--- src/design/dtbm_pkg.sv ---
package dtbm_pkg;

	// Table sizes
	localparam int MAX_STATE_NUMBER = 512;
	localparam int TABLE_ENTRIES    = 4096;
	localparam int CLASS_MAP_SIZE   = 256;

	// Field widths
	localparam int OP_W     = 3;
	localparam int IDX_IN_W = 12;
	localparam int VALUE_W  = 10;
	localparam int STATE_W  = 10;
	localparam int CLASS_W  = 8;
	localparam int BYTE_W   = 8;

	// Memory address widths
	localparam int CMAP_W = $clog2(CLASS_MAP_SIZE);
	localparam int TIDX_W = $clog2(TABLE_ENTRIES);
	localparam int AIDX_W = $clog2(MAX_STATE_NUMBER);

	// Row base = state_count * (class - 1); index = base + state - 1
	localparam int BASE_W = STATE_W + CLASS_W;
	localparam int TSUM_W = BASE_W + 1;

	// Post-reset clearing sweep covers the largest table
	localparam int CLEAR_LEN_A = (TABLE_ENTRIES > MAX_STATE_NUMBER) ?
		TABLE_ENTRIES : MAX_STATE_NUMBER;
	localparam int CLEAR_LEN = (CLEAR_LEN_A > CLASS_MAP_SIZE) ? CLEAR_LEN_A : CLASS_MAP_SIZE;
	localparam int CLR_W     = $clog2(CLEAR_LEN);

	// Front-to-back queue
	localparam int QUEUE_DEPTH = 2;
	localparam int QPTR_W      = $clog2(QUEUE_DEPTH);
	localparam int QCNT_W      = $clog2(QUEUE_DEPTH + 1);

	// Opcodes
	localparam logic [OP_W-1:0] OP_CLASS_WR = 3'd0;
	localparam logic [OP_W-1:0] OP_TRANS_WR = 3'd1;
	localparam logic [OP_W-1:0] OP_ACC_WR   = 3'd2;
	localparam logic [OP_W-1:0] OP_MATCH    = 3'd3;
	localparam logic [OP_W-1:0] OP_END      = 3'd4;

	// Configuration register indexes
	localparam int CFG_IDX_W = 2;
	localparam logic [CFG_IDX_W-1:0] REG_STATE_COUNT = 2'd0;
	localparam logic [CFG_IDX_W-1:0] REG_CLASS_COUNT = 2'd1;

	// Decoded item; write kinds are already range checked
	typedef struct packed {
		logic                class_wr;
		logic                trans_wr;
		logic                acc_wr;
		logic                match;
		logic                fin;
		logic [IDX_IN_W-1:0] tindex;
		logic [VALUE_W-1:0]  tvalue;
		logic [BYTE_W-1:0]   dbyte;
	} item_t;

	typedef struct packed {
		logic [STATE_W-1:0] state_count;
		logic [CLASS_W-1:0] class_count;
	} cfg_t;

endpackage

--- src/design/dtbm_front.sv ---
module dtbm_front
	import dtbm_pkg::*;
(
	input  logic                clk,
	input  logic                arst_n,
	input  logic                busy,
	input  logic                in_valid,
	output logic                in_ready,
	input  logic [OP_W-1:0]     opcode,
	input  logic [IDX_IN_W-1:0] table_index,
	input  logic [VALUE_W-1:0]  table_value,
	input  logic [BYTE_W-1:0]   data_byte,
	input  logic                last,
	output logic                push_valid,
	output item_t               push_item,
	input  logic                push_ready
);

	logic        valid_q;
	item_t       item_q;
	item_t       dec;
	logic [31:0] idx_w;

	assign in_ready   = !busy && (!valid_q || push_ready);
	assign push_valid = valid_q;
	assign push_item  = item_q;
	assign idx_w      = 32'(table_index);

	// Decode opcode, drop out-of-range writes
	always_comb begin
		dec          = '0;
		dec.tindex   = table_index;
		dec.tvalue   = table_value;
		dec.dbyte    = data_byte;
		case (opcode)
			OP_CLASS_WR: dec.class_wr = (idx_w < 32'(CLASS_MAP_SIZE));
			OP_TRANS_WR: dec.trans_wr = (idx_w < 32'(TABLE_ENTRIES));
			OP_ACC_WR:   dec.acc_wr   = (idx_w < 32'(MAX_STATE_NUMBER));
			OP_MATCH: begin
				dec.match = 1'b1;
				dec.fin   = last;
			end
			OP_END:      dec.fin = 1'b1;
			default:     dec.fin = 1'b0;
		endcase
	end

	always_ff @(posedge clk) begin
		if (in_valid && in_ready) begin
			item_q <= dec;
		end
	end

	always_ff @(posedge clk or negedge arst_n) begin
		if (!arst_n) begin
			valid_q <= 1'b0;
		end else if (in_valid && in_ready) begin
			valid_q <= 1'b1;
		end else if (push_ready) begin
			valid_q <= 1'b0;
		end
	end

endmodule

--- config.mk ---
export PLATFORM = sky130hd
export DESIGN_NAME = dtbm_front
export DESIGN_NICKNAME = d
export VERILOG_FILES = /design/src/design/dtbm_pkg.sv /design/src/design/dtbm_front.sv
export SDC_FILE = /design/constraint.sdc
export NUM_CORES = 1
export LEC_CHECK = 0
export BUFFER_PORTS_ARGS = -buffer_cell sky130_fd_sc_hd__buf_2
export CAP_MARGIN = 30
export CORE_UTILIZATION = 33
export DETAILED_ROUTE_END_ITERATION = 16
export PLACE_DENSITY = 0.65
export SLEW_MARGIN = 20
export SYNTH_ARGS = -nofsm -noshare
export SYNTH_HDL_FRONTEND = slang
export SYNTH_SLANG_ARGS = --single-unit
--- constraint.sdc ---
create_clock -name clk -period 3.35 [get_ports clk]
set_input_delay 0.335 -clock clk [delete_from_list [all_inputs] [get_ports clk]]
set_output_delay 0.335 -clock clk [all_outputs]
set_load 0.01 [all_outputs]
==> impl_metrics.toml <==
[global_routing]
grt_first_pass_wirelength_mm = 2.70
grt_pass1_vias = 625
antenna_found_initial = 0
gr-max-usage-layer = "met2"
grt_use_met2_pct = 17.7
met1_usage_pct = 11.1
grt_use_total_pct = 11.2
use_met3_pct = 6.30
grt_max_degree = 36
grt.overflow.total = 0

[layout]
diodes = 0
final_common_cell = "buf_2"
final_cell_mix = "75 x buf_2, 35 x edfxtp_1, 5 x clkbuf_4"
final_util_pct = 50.5
syn2layout_area_growth_pct = 45.5
fin_nets = 170
n_fill_cell = 285
drive_gt1_share_pct = 64.4

[worst_setup_path]
worstSetupPathType = "flip-flop to flip-flop"
cp.required_ns = 3.31
r2r_cells = 2
crit_arrival_ns = 1.61
r2r_setup_slack_ns = 1.70
start_kind = "flip-flop"
crit_path_start = "push_valid"
critPathCaptureType = "flip-flop"
reg2reg_from = "push_valid"
r2r_end = "push_item[29]"
critical_path.max_fanout = 35

[pwr]
total_power_uw = 870
p_per_area_nw_per_um2 = 517
ir_worst_vdd_mv = 0.210
p_leak_uw = 0.000717

[yosys]
syn_area_per_cell_um2 = 24.1
syn-num-nets = 87
netlist-cell-type-count = 10
netlist_instances = 48
ys_ff_latch = 36
yosysSeqAreaShare_pct = 93.0
ys_warn_count = 0
syn-cell-area_um2 = 1160

[hold_path]
hold_class = "input port to flip-flop"
holdCritStartpoint = "table_index[0]"
whs_path_depth = 1
min_to = "push_item[18]"

[sta]
period_minus_slack_ns = 1.65
maxSlewViolCount = 0
finalSetupTns_ns = 0
period_share_pct = 49.4
tightest_slew_ns = 0.891
fin_skew_ns = 0.00561
setup_violations = 0
slew_headroom_pct = 40.5
fmax_mhz = 605
rsz0062_at_grt = "false"
hold_viol = 0

[drt]
wl_per_cell_um = 11.7
wirelength_mm = 2.08
drt-pass1-iter-count = 3
drcViolationCount = 0
first_iter_violations = 15
num_vias = 742
final_antenna_net_count = 0
viasPerCell = 4.17

[clock_tree]
numCtsBuffers = 5
insertion_delay_ns = 0.32
path_clk_slew_ns = 0.10
cts_tree = "yes"
clock_path_buffers = 2
cts_sinks = 36
h-tree-depth = 2
root_buffer = "clkbuf_4"
postCtsSetupBuffers = 0

[floorplan]
rows = 21
core_um2 = 3340
die_y_um = 61.2
initial_core_util_pct = 34.7
die_x_um = 61.2
io_pins = 76
dieArea_um2 = 3750

[placement]
place.gp.congestion = 0.645
portBuffers = 75

[job]
max_cap_violations = 0

[outcome]
status = "complete, no violations"
[through the flow]
stage	hold WS (ns)	cells	cell area [um2]	setup slack [ns]
6_report	0.178	178	1680	1.70
3_5_place_dp	0.116	169	1600	1.61
3_3_place_gp	0.110	169	1600	1.65
2_1_floorplan	0.0394	48	1160	0.878
4_1_cts	0.158	178	1680	1.66
5_1_grt	0.154	178	1680	1.59
[area by class of cell]
cell class | count | area [um2] | share of cell area, %
clock buffers | 6 | 41.3 | 2.45
clock inverters | 2 | 35.0 | 2.08
multi-input cells | 12 | 88.8 | 5.27
flip-flops and latches | 36 | 1080 | 63.9
well taps | 46 | 57.6 | 3.42
repair buffers | 76 | 385 | 22.9
[registers in the layout, indices dropped and copies added (netlist names)]
| signal | cells |
|---|---|
| push_valid | 1 |
| push_item | 35 |
[routing by layer]
metal,vias up,wire (um)
met5,-,0
met4,0,53
met3,5,278
met2,53,962
met1,327,788
li1,357,-
[cells in the mapped netlist]
library cell | instances | area, um2
nor3b_1 | 2 | 15.0
edfxtp_1 | 35 | 1050
or4_4 | 1 | 11.3
nor2b_1 | 1 | 6.26
and3b_2 | 1 | 10.0
nor4_1 | 1 | 6.26
nor2_1 | 3 | 11.3
nand2b_1 | 2 | 12.5
a22o_1 | 1 | 8.76
dfrtp_1 | 1 | 25.0
[logic make-up after synthesis]
logic type and share of synthesized area, %:
AND/OR/NAND/NOR 6.27, flip-flops 93.0, AO/OA/AOI/OAI 0.757
[power by group]
part | total (uW) | internal, uW | switching, uW
registers | 521 | 516 | 4.43
logic | 66.6 | 31.8 | 34.8
clock network | 283 | 156 | 127
total | 870 | 704 | 166
[worst max-delay path by stage]
stage               endpoint  slack, ns  cells after the start
3_5_place_dp    push_item[0]       1.61                      3
6_report       push_item[29]       1.70                      2
3_3_place_gp    push_item[0]       1.65                      3
2_1_floorplan   push_item[0]       0.88                      2
5_1_grt        push_item[30]       1.59                      2
4_1_cts        push_item[30]       1.66                      2
[timing repair]
action                    4_1_cts  5_1_grt
hold endpoints to repair        1        0
hold buffers                    1        0
resized for setup               0        0
[critical path, stage by stage (launching register included)]
cell and delay (ns):
dfrtp_1 0.39, nor2b_1 0.17, nor2_4 0.71
Power figures use the tool's default switching activity.
