**src/design/dtbm_pkg.sv**
```systemverilog
package dtbm_pkg;

	// Table sizes
	localparam int MAX_STATE_NUMBER = 512;
	localparam int TABLE_ENTRIES    = 4096;
	localparam int CLASS_MAP_SIZE   = 256;

	// Field widths
	localparam int OP_W     = 3;
	localparam int IDX_IN_W = 12;
	localparam int VALUE_W  = 10;
	localparam int STATE_W  = 10;
	localparam int CLASS_W  = 8;
	localparam int BYTE_W   = 8;

	// Memory address widths
	localparam int CMAP_W = $clog2(CLASS_MAP_SIZE);
	localparam int TIDX_W = $clog2(TABLE_ENTRIES);
	localparam int AIDX_W = $clog2(MAX_STATE_NUMBER);

	// Row base = state_count * (class - 1); index = base + state - 1
	localparam int BASE_W = STATE_W + CLASS_W;
	localparam int TSUM_W = BASE_W + 1;

	// Post-reset clearing sweep covers the largest table
	localparam int CLEAR_LEN_A = (TABLE_ENTRIES > MAX_STATE_NUMBER) ?
		TABLE_ENTRIES : MAX_STATE_NUMBER;
	localparam int CLEAR_LEN = (CLEAR_LEN_A > CLASS_MAP_SIZE) ? CLEAR_LEN_A : CLASS_MAP_SIZE;
	localparam int CLR_W     = $clog2(CLEAR_LEN);

	// Front-to-back queue
	localparam int QUEUE_DEPTH = 2;
	localparam int QPTR_W      = $clog2(QUEUE_DEPTH);
	localparam int QCNT_W      = $clog2(QUEUE_DEPTH + 1);

	// Opcodes
	localparam logic [OP_W-1:0] OP_CLASS_WR = 3'd0;
	localparam logic [OP_W-1:0] OP_TRANS_WR = 3'd1;
	localparam logic [OP_W-1:0] OP_ACC_WR   = 3'd2;
	localparam logic [OP_W-1:0] OP_MATCH    = 3'd3;
	localparam logic [OP_W-1:0] OP_END      = 3'd4;

	// Configuration register indexes
	localparam int CFG_IDX_W = 2;
	localparam logic [CFG_IDX_W-1:0] REG_STATE_COUNT = 2'd0;
	localparam logic [CFG_IDX_W-1:0] REG_CLASS_COUNT = 2'd1;

	// Decoded item; write kinds are already range checked
	typedef struct packed {
		logic                class_wr;
		logic                trans_wr;
		logic                acc_wr;
		logic                match;
		logic                fin;
		logic [IDX_IN_W-1:0] tindex;
		logic [VALUE_W-1:0]  tvalue;
		logic [BYTE_W-1:0]   dbyte;
	} item_t;

	typedef struct packed {
		logic [STATE_W-1:0] state_count;
		logic [CLASS_W-1:0] class_count;
	} cfg_t;

endpackage

```
**src/design/dtbm_queue.sv**
```systemverilog
module dtbm_queue
	import dtbm_pkg::*;
(
	input  logic  clk,
	input  logic  arst_n,
	input  logic  push_valid,
	input  item_t push_item,
	output logic  push_ready,
	output logic  pop_valid,
	output item_t pop_item,
	input  logic  pop_ready
);

	item_t              entry_q [QUEUE_DEPTH];
	logic [QPTR_W-1:0]  wr_ptr_q;
	logic [QPTR_W-1:0]  rd_ptr_q;
	logic [QCNT_W-1:0]  count_q;
	logic               push;
	logic               pop;

	assign push_ready = (count_q != QCNT_W'(QUEUE_DEPTH));
	assign pop_valid  = (count_q != '0);
	assign pop_item   = entry_q[rd_ptr_q];
	assign push       = push_valid && push_ready;
	assign pop        = pop_valid && pop_ready;

	always_ff @(posedge clk) begin
		if (push) begin
			entry_q[wr_ptr_q] <= push_item;
		end
	end

	always_ff @(posedge clk or negedge arst_n) begin
		if (!arst_n) begin
			wr_ptr_q <= '0;
			rd_ptr_q <= '0;
			count_q  <= '0;
		end else begin
			if (push) begin
				wr_ptr_q <= (wr_ptr_q == QPTR_W'(QUEUE_DEPTH - 1)) ? '0 : wr_ptr_q + 1'b1;
			end
			if (pop) begin
				rd_ptr_q <= (rd_ptr_q == QPTR_W'(QUEUE_DEPTH - 1)) ? '0 : rd_ptr_q + 1'b1;
			end
			if (push && !pop) begin
				count_q <= count_q + 1'b1;
			end else if (pop && !push) begin
				count_q <= count_q - 1'b1;
			end
		end
	end

endmodule

```
**config.mk**
```make
export PLATFORM = sky130hd
export DESIGN_NAME = dtbm_queue
export DESIGN_NICKNAME = d
export VERILOG_FILES = /design/src/design/dtbm_pkg.sv /design/src/design/dtbm_queue.sv
export SDC_FILE = /design/constraint.sdc
export NUM_CORES = 1
export LEC_CHECK = 0
export BUFFER_PORTS_ARGS = -buffer_cell sky130_fd_sc_hd__buf_2
export CAP_MARGIN = 10
export CORE_AREA = 3 3 77 79
export CTS_BUF_LIST = sky130_fd_sc_hd__clkbuf_8
export DETAILED_ROUTE_END_ITERATION = 8
export DIE_AREA = 0 0 80 82
export HOLD_SLACK_MARGIN = 0.15
export PLACE_DENSITY = 0.8
export SETUP_SLACK_MARGIN = 0.5
export SLEW_MARGIN = 10
export SYNTH_ARGS = -nofsm -noshare
export SYNTH_HDL_FRONTEND = slang
export SYNTH_SLANG_ARGS = --single-unit
export TNS_END_PERCENT = 50
```
**constraint.sdc**
```tcl
create_clock -name clk -period 3.07 [get_ports clk]
set_input_delay 0.1535 -clock clk [delete_from_list [all_inputs] [get_ports clk]]
set_output_delay 0.1535 -clock clk [all_outputs]
set_load 0.05 [all_outputs]
```
==> results.yml <==
run_status:
  status: "finished clean"
grt:
  grt_max_degree: 36
  grt_pass1_wl_mm: 7.866
  antenna_found_initial: 0
  grt_pass1_vias: 1603
  grt_use_total: 0.1656
  overflow: 0
yosys:
  yosysTopAreaCellShare: 0.7323
  synth_cells: 127
  yosys-mux-area-fraction: 0.1752
  synth_edf_count: 70
  synth.top_cells.by_count: "70 x edfxtp_1, 29 x mux2_4, 6 x mux2_2, 4 x dfrtp_1"
  synth_simple_gate_area_frac: 0.01177
  async_flop_share: 0.05405
  synth-compound-area-share: 0
  synth-adder-area-share: 0.004359
  syn-num-nets: 167
  ys_types: 15
  synth_top_area_cell: "edfxtp_1"
  yosysWarnings: 0
  seq_area_frac_synth: 0.7672
  synth_top_family_by_area: "multiplexers"
  synth.area.top_cells: "edfxtp_1 73%, mux2_4 15%, dfrtp_1 3.5%"
  synthFlopType: "edfxtp_1"
  yosysMostFrequentCell: "edfxtp_1"
  synthXorXnorAreaFrac: 0.01526
  avgSynthCellArea_um2: 22.60
  synthesis.area_um2: 2870
  synth-seq-cells: 74
setup_path:
  reg2reg_depth: 4
  crit_arrival_ps: 2030
  rr_endpoint: "entry_q[0][14]"
  startpoint: "rd_ptr_q"
  timing.rr.start: "count_q[0]"
  worst_setup_path_end_kind: "output pin"
  reg2reg_slack_ps: 1150
  setup.worst_path.end: "pop_item[33]"
  critPathLaunchType: "flop"
  path_class: "reg -> out"
  critPathRequiredTime_ps: 2920
  critical_path.max_fanout: 20
clock_network:
  cts_setup_buffers: 0
  cts_tree: "yes"
  cts_buffers: 9
  clkLatencyLatePin_ps: 330
  cts_buffer_depth: 2
  cts.clk_slew.worst_paths_ps: 70
  cts_root_buf: "clkbuf_8"
  cts_htree_levels: 3
  cts_sinks: 74
timing:
  fin_ws_ps: 885.2
  finalSetupTns_ps: 0
  fin_crit_ps: 2185
  slew-limit-headroom: 0.4473
  finalCritPeriodShare: 0.7117
  finalSetupViolations: 0
  skew_ps: 8.457
  rsz0062_at_grt: "no"
  max_freq_mhz: 457.7
  hold_violations: 0
  holdWs_ps: 191.2
  worstMarginPinSlew_ps: 829.1
  maxSlewViolCount: 0
floorplanning:
  core_um2: 5405
  die_h_um: 82
  io_pins: 76
  die_area_um2: 6560
  initial_core_util: 0.5310
  rows: 27
  die_w_um: 80
power:
  pwr-share-comb: 0.445
  clock_power_share: 0.167
  power_frac_seq: 0.388
  p_sw_frac: 0.4141
  internal_power_uw: 2298
  power_uw: 3923
  leakage_uw: 0.001573
  ir_drop_mv: 0.7551
  power_density_nw_per_um2: 1018
  power.switching_uw: 1625
placed_design:
  io_buffers: 75
  place_hpwl_mm: 3.037
  post-place-ws_ps: 1146
  routabilityCongestion: 0.7115
drt:
  routedWlPerCell_um: 15.41
  drtIter0Drc: 62
  drc: 0
  vias: 1539
  drt-total-wl_mm: 5.039
  drt_pass1_iterations: 2
  ant_nets: 0
  vias_per_cell: 4.706
hold_path:
  worst_hold_startpoint: "push_valid"
  hold_class: "in -> reg"
cells_and_area:
  syn2layout_area_growth_pct: 34.31
  diodes: 0
  drive_above_1_share: 0.5020
  regArea_um2: 2203
  multi_input_area_um2: 601.8
  final_nets: 290
  fill_cells: 360
flow_run:
  max-cap-violations: 0
placed cells by master, fill, tap and decap left out:
master | Yosys | final
mux2_4 | 29 | 29
or2_1 | 1 | 1
buf_2 | 0 | 75
inv_1 | 1 | 4
nand2b_1 | 1 | 1
xor2_1 | 2 | 2
nor2_1 | 2 | 1
and3_2 | 0 | 1
edfxtp_1 | 70 | 70
dfrtp_2 | 0 | 1
dfrtp_1 | 4 | 3
clkbuf_8 | 0 | 11
nand2_1 | 2 | 2
clkinvlp_4 | 0 | 1
xnor2_1 | 3 | 3
buf_4 | 0 | 2
nor2_4 | 0 | 1
mux2_2 | 6 | 6
clkinv_2 | 0 | 1
ha_1 | 1 | 1
dlygate4sd3_1 | 0 | 39
repair_timing:
action | in CTS | in global routing
hold buffers | 39 | 0
resized for setup | 0 | 0
hold endpoints to repair | 75 | 0
worst min path at each step:
| stage | end | slack [ps] | cells past startpoint |
|---|---|---|---|
| 2_1_floorplan | count_q[0] | -140 | 0 |
| 3_3_place_gp | count_q[1] | -30 | 1 |
| 3_5_place_dp | count_q[0] | -30 | 1 |
| 4_1_cts | wr_ptr_q | 180 | 3 |
| 5_1_grt | wr_ptr_q | 220 | 3 |
| 6_report | wr_ptr_q | 190 | 3 |
stage by stage:
stage / cells / instance area, um^2 / util
5_1_grt: 327 / 3855 / 0.7132
3_5_place_dp: 272 / 3289 / 0.6086
6_report: 327 / 3855 / 0.7132
3_3_place_gp: 272 / 3289 / 0.6086
4_1_cts: 327 / 3855 / 0.7132
2_1_floorplan: 127 / 2873 / -
state kept, by name, indices dropped and copies added, names as in the netlist:
signal / count
wr_ptr_q: 1
entry_q: 70
rd_ptr_q: 1
count_q: 2
cells by family (layout without fill, tap and decap cells):
kind of cell,Yosys count,count (layout)
xor+xnor,5,5
fa+ha+maj,1,1
buf+inv,5,133
flops,74,74
mux,35,35
simple gates,7,7
final cells by class:
class,instances,share of cell area
Tap cell,72,0.02337
Sequential cell,74,0.5716
Clock inverter,5,0.006167
Multi-Input combinational cell,48,0.1561
Timing Repair Buffer,116,0.2025
Inverter,1,0.0009737
Clock buffer,11,0.03927
critical path, stage by stage, from the launching register on:
cell and delay [ps]:
dfrtp_2 730, buf_4 410, mux2_4 340, buf_2 210
power by group through the flow:
stage	Clock (uW)	Sequential, uW	Combinational, uW
2_1_floorplan	0	1460	1550
3_3_place_gp	0	1530	1700
3_5_place_dp	0	1550	1720
4_1_cts	665	1520	1760
5_1_grt	719	1550	1830
6_report	657	1520	1750
routing by layer:
| layer | vias to the layer above | wire length (um) | track usage |
|---|---|---|---|
| li1 | 735 | - | - |
| met1 | 746 | 2092 | 0.1975 |
| met2 | 49 | 2639 | 0.2873 |
| met3 | 9 | 233 | 0.04715 |
| met4 | 0 | 74 | 0.06081 |
| met5 | - | 0 | 0 |
(Power assumes the default switching activity.)
